`src/design/lrux_ram.sv`:
```
// ----------------------------------------------------------------------------
// lrux_ram: generic simple dual-port RAM
// One write port, one read port with registered read data.
// ----------------------------------------------------------------------------
`default_nettype none

module lrux_ram #(
   parameter int WIDTH = 8,
   parameter int DEPTH = 64
) (
   input  wire logic                     clock,
   input  wire logic                     wr_en,
   input  wire logic [$clog2(DEPTH)-1:0] wr_addr,
   input  wire logic [WIDTH-1:0]         wr_data,
   input  wire logic                     rd_en,
   input  wire logic [$clog2(DEPTH)-1:0] rd_addr,
   output logic      [WIDTH-1:0]         rd_data
);

   logic [WIDTH-1:0] mem_ff [DEPTH];

   always_ff @(posedge clock) begin
      if (wr_en) begin
         mem_ff[wr_addr] <= wr_data;
      end
      if (rd_en) begin
         rd_data <= mem_ff[rd_addr];
      end
   end

endmodule

`default_nettype wire

```
`config.mk`:
```
export PLATFORM = sky130hd
export DESIGN_NAME = lrux_ram
export DESIGN_NICKNAME = d
export VERILOG_FILES = /design/src/design/lrux_ram.sv
export SDC_FILE = /design/constraint.sdc
export NUM_CORES = 1
export LEC_CHECK = 0
export ABC_AREA = 0
export BUFFER_PORTS_ARGS = -buffer_cell sky130_fd_sc_hd__buf_2
export CAP_MARGIN = 25
export CORE_MARGIN = 3
export CORE_UTILIZATION = 40
export DETAILED_ROUTE_END_ITERATION = 10
export GPL_TIMING_DRIVEN = 0
export SETUP_SLACK_MARGIN = 0.3
export SLEW_MARGIN = 20
export SYNTH_ARGS = -nofsm -noshare
export SYNTH_HDL_FRONTEND = slang
export SYNTH_SLANG_ARGS = --single-unit
```
`constraint.sdc`:
```
create_clock -name clock -period 2.18 [get_ports clock]
set_clock_uncertainty 0.05 [all_clocks]
set_input_delay 0.218 -clock clock [delete_from_list [all_inputs] [get_ports clock]]
set_output_delay 0.218 -clock clock [all_outputs]
set_load 0.05 [all_outputs]
```
* Word-level counts from Yosys, hierarchy flattened
Memories as Yosys holds them, arrays and structs flattened. A register that Yosys moved wholly into a read port is not among the register bits.
Cells that the tools add are included.
** Storage, ports and cells
- Logic and storage cells :: 3
- Memories kept :: 1
- Bits in registers :: 0
- RAM bits :: 512
- Output and inout bits :: 8
** Cells by class
- Mux-type cells :: 2
** Memory list
- mem_ff :: depth 64, bits a word 8, read ports 1, clocked after memory_dff 1, wr ports 1, RTL line 20 : logic [WIDTH-1:0] mem_ff [DEPTH];
** Operators by type and width (count)
- 2-to-1 mux 1 bit :: 2

* Depth between registers and ports, before layout
Gate-level depths: netlist of run 1.
- Depth in word-level cells :: 2
- Gate-level depth with buffers :: 9

* Worst setup path after synthesis of run 1
No wires, ideal clock.
- Kind :: input-to-reg
- From :: input port rd_addr[1]
- To :: register rd_data[3] (read register of mem_ff) (data pin)
- Setup slack :: 0.106 ns
- Stages :: 7
- Library setup time :: 0.266 ns
- Arrival :: 1.758 ns
- Cells stage by stage :: buf_4 buf_2 buf_2 mux4_2 mux4_2 o21ai_1 o41ai_1
** RTL lines
- start, declared :: RTL line 16 : input wire logic [$clog2(DEPTH)-1:0] rd_addr,
- end, declared :: RTL line 17 : output logic [WIDTH-1:0] rd_data

==> impl_metrics.csv, run 1 <==
group,metric,value,unit
route,drtIter0Drc,1104,
logic_synthesis,synth_common_cells,"edfxtp_1 (520), mux4_2 (126), nor2_1 (83), mux2i_1 (23), nand2_1 (19)",
placed_design,dp_hpwl,31700,um
logic_synthesis,yosys_warnings,0,
logic_synthesis,async_reset_ff_share,0,%
clock_tree,cts.sinks,520,
floorplan,io_pins,31,
clock_tree,clk_pin_slew,0.06,ns
timing,layout_min_cycle_time,2.13,ns
route,dr.pass1.iters,5,
floorplan,core_area,49500,sq um
flow_run,cap_violations,0,
logic_synthesis,synth_most_common_cell,"edfxtp_1",
logic_synthesis,synthSimpleGateAreaFrac,3.37,%
timing,finalHoldViolations,0,
global_routing,grt_use_total,18.7,%
worst_setup_path,end_kind,"flip-flop",
logic_synthesis,synth.avg_cell_area,21.5,sq um
logic_synthesis,yosys-top-cells-area,"edfxtp_1 (77%), mux4_2 (14%), nor2_1 (1.5%)",
route,drcViolationCount,0,
layout,area.growth.synth_to_final,14.9,%
global_routing,grt_max_degree,65,
clock_tree,cts_made_buffers,50,
layout,layout.cells.non_filler,1725,
logic_synthesis,synth_top_family_by_area,"multiplexers",
clock_tree,cts_tree,"done",
timing,worstMarginPinSlew,1.05,ns
timing,setup_viol,0,
logic_synthesis,synth_compound_area_share,2.06,%
global_routing,grt_pass1_vias,9965,
clock_tree,cts_root_buf,"clkbuf_16",
layout,fin_area,23300,sq um
logic_synthesis,synth_edf_count,520,
clock_tree,cts_buffer_depth,3,
placed_design,gp_congestion,0.894,
route,via_per_inst,5.73,
pwr,irDropWorstVdd,0.562,mV
timing,slew_violations,0,
floorplan,rows,81,
pwr,totalPowerFinal,0.0210,W
logic_synthesis,ys_types,39,
route,wl_per_cell,28.7,um
logic_synthesis,synth_flop_cell,"edfxtp_1",
timing,fin_crit_sh,97.8,%
timing,fmax,469,MHz
worst_setup_path,cp.arrival,2.39,ns
placed_design,numPortBuffers,22,
layout,drive_gt1_share,31.8,%
global_routing,grt_pass1_wl,71300,um
floorplan,start_util,40.9,%
worst_setup_path,cp-start-kind,"flip-flop",
floorplan,die_area,53400,sq um
global_routing,antenna_found_initial,2,
pwr,power_density,902,nW/um^2
logic_synthesis,syn_area,20200,sq um
placed_design,dp.cells,1629,
worst_setup_path,critPathMaxFanout,1,
route,routed_wl,49400,um
route,ant_nets,0,
floorplan,dieWidth,231,um
timing,relSlewSlack,30.1,%
logic_synthesis,syn_inst,940,
logic_synthesis,synth_xor_area_share,0,%
clock_tree,cts_max_level,2,
global_routing,grt-ovfl-total,0,
status,status,"completed",
logic_synthesis,ys_ff_latch,520,
worst_setup_path,critical_path_class,"reg2reg",
logic_synthesis,synth_top_area_share,77.1,%
placed_design,place_area,21300,sq um
logic_synthesis,synth_top_area_cell,"edfxtp_1",
route,vias,9892,
logic_synthesis,syn_nets,963,
worst_setup_path,required,2.44,ns
floorplan,fp.dieH,231,um
layout,final_nets,1043,
timing,rsz0062_at_grt,"true",
timing,fin_hold_ws,0.0632,ns
logic_synthesis,yosys.area_share.adder,0,%
hold_path,hold_class,"in2reg",
clock_tree,clk_latency,0.59,ns
pwr,p_leak,7.13,nW
logic_synthesis,yosysSeqAreaShare,77.1,%
logic_synthesis,muxShareOfSynthArea,15.9,%
[through the flow]
stage                     setup slack, ns  util (%)  setup TNS, ns
after detailed placement            -1.06      43.1        -128.06
after floorplan                     0.227         -              0
after global placement              -1.11      42.9        -103.39
after CTS                          0.0653      46.8              0
after global routing               0.0321      47.0              0
final                              0.0475      47.0              0
[what timing repair did]
action                                  4_1_cts  5_1_grt
resized for setup                            59       38
hold endpoints to repair                      8        0
pin swaps                                     3        2
endpoints found under the setup margin      176      328
cloned                                        0        0
setup buffers                                 0        2
hold buffers                                  1        0
[final cells by class]
type                    count  area [sq um]
fillers                  4134         26200
flip-flops and latches    520         15600
multi-input cells         369          4620
clock buffers              72          1400
well taps                 664           831
plain buffers              51           382
clock inverters            19           214
repair buffers             28           208
diodes                      2          5.00
[cells in the final DEF (no fill, tap or decap), types with 4 or more instances in the layout]
cell       netlist  routed
nor2_1          83      37
a221oi_1         6       6
clkbuf_1        17      30
buf_4           13      23
buf_12           2       6
mux2i_1         23      23
nand2_1         19      18
nand2b_1         7       7
nor2_2           0      39
nor2_4           0       7
mux2_2          13      13
o221ai_1         8       7
edfxtp_1       520     520
clkbuf_2         0       6
clkbuf_16        0      53
nor2b_1         14      14
buf_2           11      22
bufinv_16        0       5
nand3_1         13      10
buf_6            4       6
mux4_2         126     126
a211oi_1         4       4
clkinv_1         0       8
o22ai_1          8       8
clkinv_2         0       5
[cell families (layout without fill, tap and decap cells)]
group | Yosys count | count (layout)
flip-flops | 520 | 520
multiplexers | 162 | 162
AND/OR/NAND/NOR | 153 | 153
AO/OA/AOI/OAI | 54 | 54
buffers and inverters | 51 | 170
other | 0 | 2
[where the power goes]
| part | total (W) | leakage (nW) | switching [W] | internal, W |
|---|---|---|---|---|
| clock | 0.00864 | 0.782 | 0.00361 | 0.00503 |
| sequential | 0.0111 | 4.69 | 0.0000169 | 0.0111 |
| combinational | 0.00124 | 1.66 | 0.000802 | 0.000433 |
| total | 0.0210 | 7.13 | 0.00443 | 0.0166 |
[state kept, by name, summed over array words and instances (netlist names)]
register and count:
mem_ff 512, rd_data 8
[critical path, cell delays in order (launching register included)]
cell and delay [ns]:
edfxtp_1 0.36, mux4_2 0.48, mux2_2 0.32, a221oi_1 0.48, o2bb2ai_2 0.17
[layer usage]
| metal | global-route usage (%) | vias to the layer above | routed length (um) |
|---|---|---|---|
| li1 | - | 4104 | - |
| met1 | 26.8 | 5242 | 21000 |
| met2 | 29.1 | 459 | 23100 |
| met3 | 3.10 | 87 | 3640 |
| met4 | 6.66 | 0 | 1700 |
| met5 | 0 | - | 0 |
[final timing paths]
| path | from | end | slack [ns] | cells past startpoint |
|---|---|---|---|---|
| min reg2reg | mem_ff[0][7] | rd_data[7] | 0.94 | 4 |
| min | wr_data[1] | mem_ff[17][1] | 0.06 | 1 |
| max | mem_ff[47][2] | rd_data[2] | 0.05 | 4 |
| max reg2reg | mem_ff[47][2] | rd_data[2] | 0.05 | 4 |
No activity file was read; power rests on OpenSTA's default activity.
==> run 2, diff against run 1 <==
CTS_BUF_LIST = sky130_fd_sc_hd__clkbuf_4   (was unset)
SKIP_LAST_GASP = 1   (was unset)
==> run 2 against run 1 <==
  * Sequential share of layout area is 0.13 points higher
  * Largest cell class unchanged
  * Final cell count increased by 7.5%
  * Worst hold slack got worse by 0.014 ns
  * Combinational power barely moved
==> impl_metrics.csv, run 2 (same netlist as run 1, synthesis figures left out) <==
group,metric,value,unit
status,status,"completed",
route,wl_per_cell,27.0,um
clock_tree,cts_made_buffers,132,
floorplan,start_util,40.9,%
worst_setup_path,regToRegSetupSlack,0.04,ns
route,via_per_inst,5.62,
hold_path,hold_class,"in2reg",
route,wl_met3,3840,um
worst_setup_path,r2r-start,"mem_ff[21][6]",
layout,regMostFlops,"mem_ff",
layout,area.growth.synth_to_final,14.7,%
timing,slew_violations,0,
worst_setup_path,end_kind,"flip-flop",
placed_design,dp.cells,1629,
pwr,totalPowerFinal,0.0204,W
layout,top_regs,"mem_ff x512, rd_data x8",
worst_setup_path,cp.arrival,2.61,ns
worst_setup_path,reg2reg_depth,5,
global_routing,grt-ovfl-total,0,
worst_setup_path,cp-start-kind,"flip-flop",
global_routing,grt_pass1_vias,10800,
placed_design,place_area,21300,sq um
floorplan,rows,81,
timing,fmax,468,MHz
layout,final_nets,1138,
worst_setup_path,required,2.65,ns
layout,largest_reg_flops,512,
timing,setup_ws,0.0416,ns
worst_setup_path,critical_path_class,"reg2reg",
worst_setup_path,crit_end,"rd_data[6]",
global_routing,grt_max_degree,65,
route,vias,10400,
floorplan,core_area,49500,sq um
placed_design,dp_worst_setup_slack,-1.06,ns
clock_tree,cts_tree,"done",
timing,finalHoldViolations,0,
clock_tree,cts_buffer_depth,3,
global_routing,grt_use_total,19.2,%
worst_setup_path,cp-startpoint,"mem_ff[21][6]",
pwr,power_density,879,nW/um^2
floorplan,fp.dieH,231,um
timing,layout_min_cycle_time,2.14,ns
route,highest_layer,"met4",
route,wl_met1,21000,um
layout,drive_gt1_share,35.4,%
route,routed_wl,50100,um
placed_design,numPortBuffers,22,
layout,fin_area,23200,sq um
placed_design,dp_hpwl,31700,um
clock_tree,cts.sinks,520,
clock_tree,cts_setup_buffers,0,
route,drcViolationCount,0,
floorplan,io_pins,31,
layout,layout_commonest_cell,"edfxtp_1",
timing,fin_tns_setup,0,ns
worst_setup_path,critPathMaxFanout,1,
route,wl_met2,23200,um
timing,rsz0062_at_grt,"true",
worst_setup_path,r2r_end,"rd_data[6]",
layout,final_cell_mix,"edfxtp_1 (520), clkbuf_4 (188), mux4_2 (126)",
floorplan,die_area,53400,sq um
timing,setup_viol,0,
timing,worstMarginPinSlew,0.989,ns
route,ant_nets,0,
timing,fin_crit_sh,98.1,%
layout,fillerInstances,4226,
pwr,p_leak,7.34,nW
global_routing,grt_pass1_wl,72800,um
placed_design,gp_congestion,0.894,
timing,relSlewSlack,33.8,%
route,dr.pass1.iters,5,
clock_tree,cts_root_buf,"clkbuf_4",
floorplan,dieWidth,231,um
layout,layout.cells.non_filler,1855,
clock_tree,clk_pin_slew,0.06,ns
global_routing,antenna_found_initial,3,
route,drtIter0Drc,1255,
pwr,irDropWorstVdd,0.391,mV
clock_tree,cts_max_level,4,
flow_run,cap_violations,0,
clock_tree,clk_latency,0.84,ns
-- run 2: changes by cell type in the layout (fill, tap and decap cells not counted), sizes merged, moves of 2 or more --
| cell | delta |
|---|---|
| buf | -2 |
| clkbuf | +116 |
| clkinv | -4 |
| dlygate4sd3 | +14 |
| inv | +5 |
-- run 2: worst min-delay path by stage --
| stage | from | end | slack, ns | cells past startpoint |
|---|---|---|---|---|
| floorplan | wr_data[0] | mem_ff[0][0] | 0.27 | 0 |
| global placement | rd_en | rd_data[1] | 0.59 | 1 |
| detailed placement | rd_en | rd_data[1] | 0.59 | 1 |
| CTS | wr_addr[1] | mem_ff[49][5] | 0.003 | 2 |
| global route | wr_addr[1] | mem_ff[49][0] | 0.04 | 2 |
| finish | wr_addr[1] | mem_ff[49][5] | 0.05 | 2 |
-- run 2: stage by stage --
step	hold WS [ns]	utilization, %
finish	0.0493	47.0
global route	0.0383	46.9
CTS	0.00269	46.8
detailed placement	0.590	43.1
global placement	0.586	42.9
floorplan	0.267	-
-- run 2: area by class of cell --
cell class	instances	area [sq um]	area share [%]
Buffer	51	355	1.53
Tap cell	664	831	3.58
Clock inverter	20	185	0.797
Multi-Input combinational cell	369	4480	19.3
Sequential cell	520	15600	67.2
Clock buffer	187	1400	6.05
Antenna cell	3	7.51	0.0323
Timing Repair Buffer	41	344	1.48
-- run 2: where the power goes --
part,internal (W),switching (W),total (W)
registers,0.0111,0.0000168,0.0111
logic,0.000445,0.000794,0.00124
clock network,0.00436,0.00370,0.00806
-- run 2: what timing repair did --
item,4_1_cts,5_1_grt
pin swaps,3,2
resized for setup,26,9
setup endpoints to repair,8,32
endpoints found under the hold margin,200,256
hold buffers,11,4
gates cloned,0,0
-- run 2: per-layer routing --
metal	up-vias	track usage, %
li1	4349	-
met1	5449	26.3
met2	509	28.7
met3	112	4.76
met4	0	9.78
met5	-	0
-- run 2: worst max-delay path: stages, from the launching register on --
cell and delay, ns:
edfxtp_1 0.37, mux4_2 0.49, mux2_2 0.30, o221a_2 0.31
nor3_4 0.17, o32ai_2 0.16
==> run 3, diff against run 2 <==
ABC_AREA = unset   (was 0)
RECOVER_POWER = 100   (was unset)
==> run 3 against run 2 <==
  * Utilization fell by 0.14 points
  * Critical path type unchanged
  * Critical endpoint is now rd_data[5]
  * Fmax fell by 1.6%
  * Largest power group unchanged
  * Sequential share of layout area rose by 0.20 points
  * Final cell count did not move
==> impl_metrics.csv, run 3 (same netlist as run 1, synthesis figures left out) <==
group,metric,value,unit
worst_setup_path,critPathMaxFanout,1,
route,via_per_inst,5.65,
worst_setup_path,worstSetupPathDepth,4,
flow_run,cap_violations,0,
pwr,p_switching,0.00450,W
pwr,p_clk_share,39.5,%
layout,layout.cells.non_filler,1855,
timing,fin_crit_sh,99.7,%
pwr,p_int,0.0159,W
layout,layout_commonest_cell,"edfxtp_1",
layout,top_regs,"mem_ff x512, rd_data x8",
clock_tree,cts_tree,"done",
route,drcViolationCount,0,
timing,fmax,460,MHz
layout,final_cell_mix,"edfxtp_1 (520), clkbuf_4 (188), mux4_2 (126)",
route,vias,10500,
worst_setup_path,cp_num_buf_inv,0,
global_routing,grt_pass1_wl,72800,um
global_routing,grt.met3_usage,4.76,%
placed_design,dp.cells,1629,
floorplan,rows,81,
global_routing,grt_use_met2,28.7,%
timing,setup_viol,0,
worst_setup_path,r2r_end,"rd_data[5]",
status,status,"completed",
layout,final_nets,1138,
global_routing,grt_pass1_vias,10800,
pwr,irDropWorstVdd,0.392,mV
floorplan,dieWidth,231,um
pwr,seq_power_share,54.5,%
global_routing,antenna_found_initial,3,
timing,fin_hold_ws,0.0282,ns
timing,rsz0062_at_grt,"true",
timing,relSlewSlack,4.77,%
route,dr.pass1.iters,7,
placed_design,dp_hpwl,31700,um
worst_setup_path,regToRegSetupSlack,0.007,ns
worst_setup_path,required,2.68,ns
hold_path,whs_endpoint,"mem_ff[49][5]",
worst_setup_path,cp.arrival,2.67,ns
global_routing,use_met1,26.3,%
worst_setup_path,worst_path_most_repeated_cell,"mux4_2",
worst_setup_path,cp_slowest_cell,"mux4_2",
global_routing,grt_use_total,19.2,%
pwr,swShare,22.1,%
layout,regMostFlops,"mem_ff",
clock_tree,cts_buffer_depth,3,
route,drtIter0Drc,1270,
placed_design,gp_congestion,0.894,
pwr,comb_power_share,6.0,%
timing,slew_violations,0,
layout,fillerInstances,4244,
worst_setup_path,critical_path_class,"reg2reg",
hold_path,hp-start,"wr_addr[1]",
clock_tree,cts_max_level,4,
timing,worstMarginPinSlew,1.43,ns
floorplan,core_area,49500,sq um
worst_setup_path,crit_family,"multiplexers",
hold_path,hold_class,"in2reg",
worst_setup_path,cpPeakStageDelay,0.55,ns
layout,drive_gt1_share,34.0,%
timing,layout_min_cycle_time,2.17,ns
worst_setup_path,cp-start-kind,"flip-flop",
worst_setup_path,reg2reg_depth,4,
floorplan,io_pins,31,
timing,finalHoldViolations,0,
clock_tree,cts.sinks,520,
route,routed_wl,50200,um
floorplan,die_area,53400,sq um
global_routing,grt_max_degree,65,
floorplan,fp.dieH,231,um
clock_tree,cts_root_buf,"clkbuf_4",
clock_tree,clk_pin_slew,0.06,ns
floorplan,start_util,40.9,%
placed_design,numPortBuffers,22,
layout,largest_reg_flops,512,
worst_setup_path,path_cells,"mux4_2, mux4_2, o21ai_2, o41ai_2",
pwr,power_density,881,nW/um^2
worst_setup_path,r2r-start,"mem_ff[53][5]",
global_routing,grt-ovfl-total,0,
global_routing,top_usage_layer,"met2",
clock_tree,cts_made_buffers,132,
route,wl_per_cell,27.0,um
pwr,totalPowerFinal,0.0204,W
worst_setup_path,end_kind,"flip-flop",
pwr,p_leak,7.29,nW
route,ant_nets,0,
layout,area.growth.synth_to_final,14.4,%
hold_path,hold_depth,2,
clock_tree,clk_latency,0.84,ns
-- run 3: cell type report --
class / count / area (sq um) / share of cell area, %
Buffer: 51 / 355 / 1.53
Clock inverter: 20 / 185 / 0.800
Sequential cell: 520 / 15600 / 67.4
Multi-Input combinational cell: 369 / 4460 / 19.2
Clock buffer: 187 / 1400 / 6.06
Antenna cell: 3 / 7.51 / 0.0324
Tap cell: 664 / 831 / 3.59
Timing Repair Buffer: 41 / 300 / 1.30
-- run 3: through the flow --
stage	setup TNS, ns	setup WS (ns)	cell area, sq um	utilization (%)
after detailed placement	-128.06	-1.06	21300	43.1
after global routing	0	0.0111	23100	46.8
after CTS	0	0.0641	23100	46.8
final	0	0.00708	23200	46.8
after floorplan	0	0.227	20300	-
after global placement	-103.39	-1.11	21200	42.9
-- run 3: power by group through the flow --
stage          Sequential, W  Clock (W)  Combinational [W]
2_1_floorplan         0.0114          0           0.000598
3_3_place_gp          0.0113          0            0.00113
3_5_place_dp          0.0113          0            0.00117
4_1_cts               0.0111    0.00824            0.00123
5_1_grt               0.0111    0.00879            0.00128
6_report              0.0111    0.00806            0.00122
-- run 3: worst max path at each step --
stage | startpoint | to
floorplan | rd_addr[0] | rd_data[7]
global placement | rd_addr[2] | rd_data[7]
detailed placement | rd_addr[1] | rd_data[3]
CTS | mem_ff[6][0] | rd_data[0]
global route | mem_ff[53][5] | rd_data[5]
finish | mem_ff[53][5] | rd_data[5]
-- run 3: routing by layer --
layer | wire [um] | vias to the layer above
met5 | 0 | -
met2 | 23100 | 536
met4 | 2120 | 0
met3 | 4200 | 111
met1 | 20800 | 5478
li1 | - | 4365
-- run 3: worst register-to-register path: stages (launching register included) --
cell      delay (ns)
edfxtp_1        0.39
mux4_2          0.50
mux4_2          0.55
o21ai_2         0.26
o41ai_2         0.15
-- run 3: what timing repair did --
action,CTS,global route
resized for setup,26,9
endpoints found under the hold margin,200,256
endpoints found under the setup margin,8,32
hold buffers,11,4
setup buffers,0,0
pin swaps,3,2
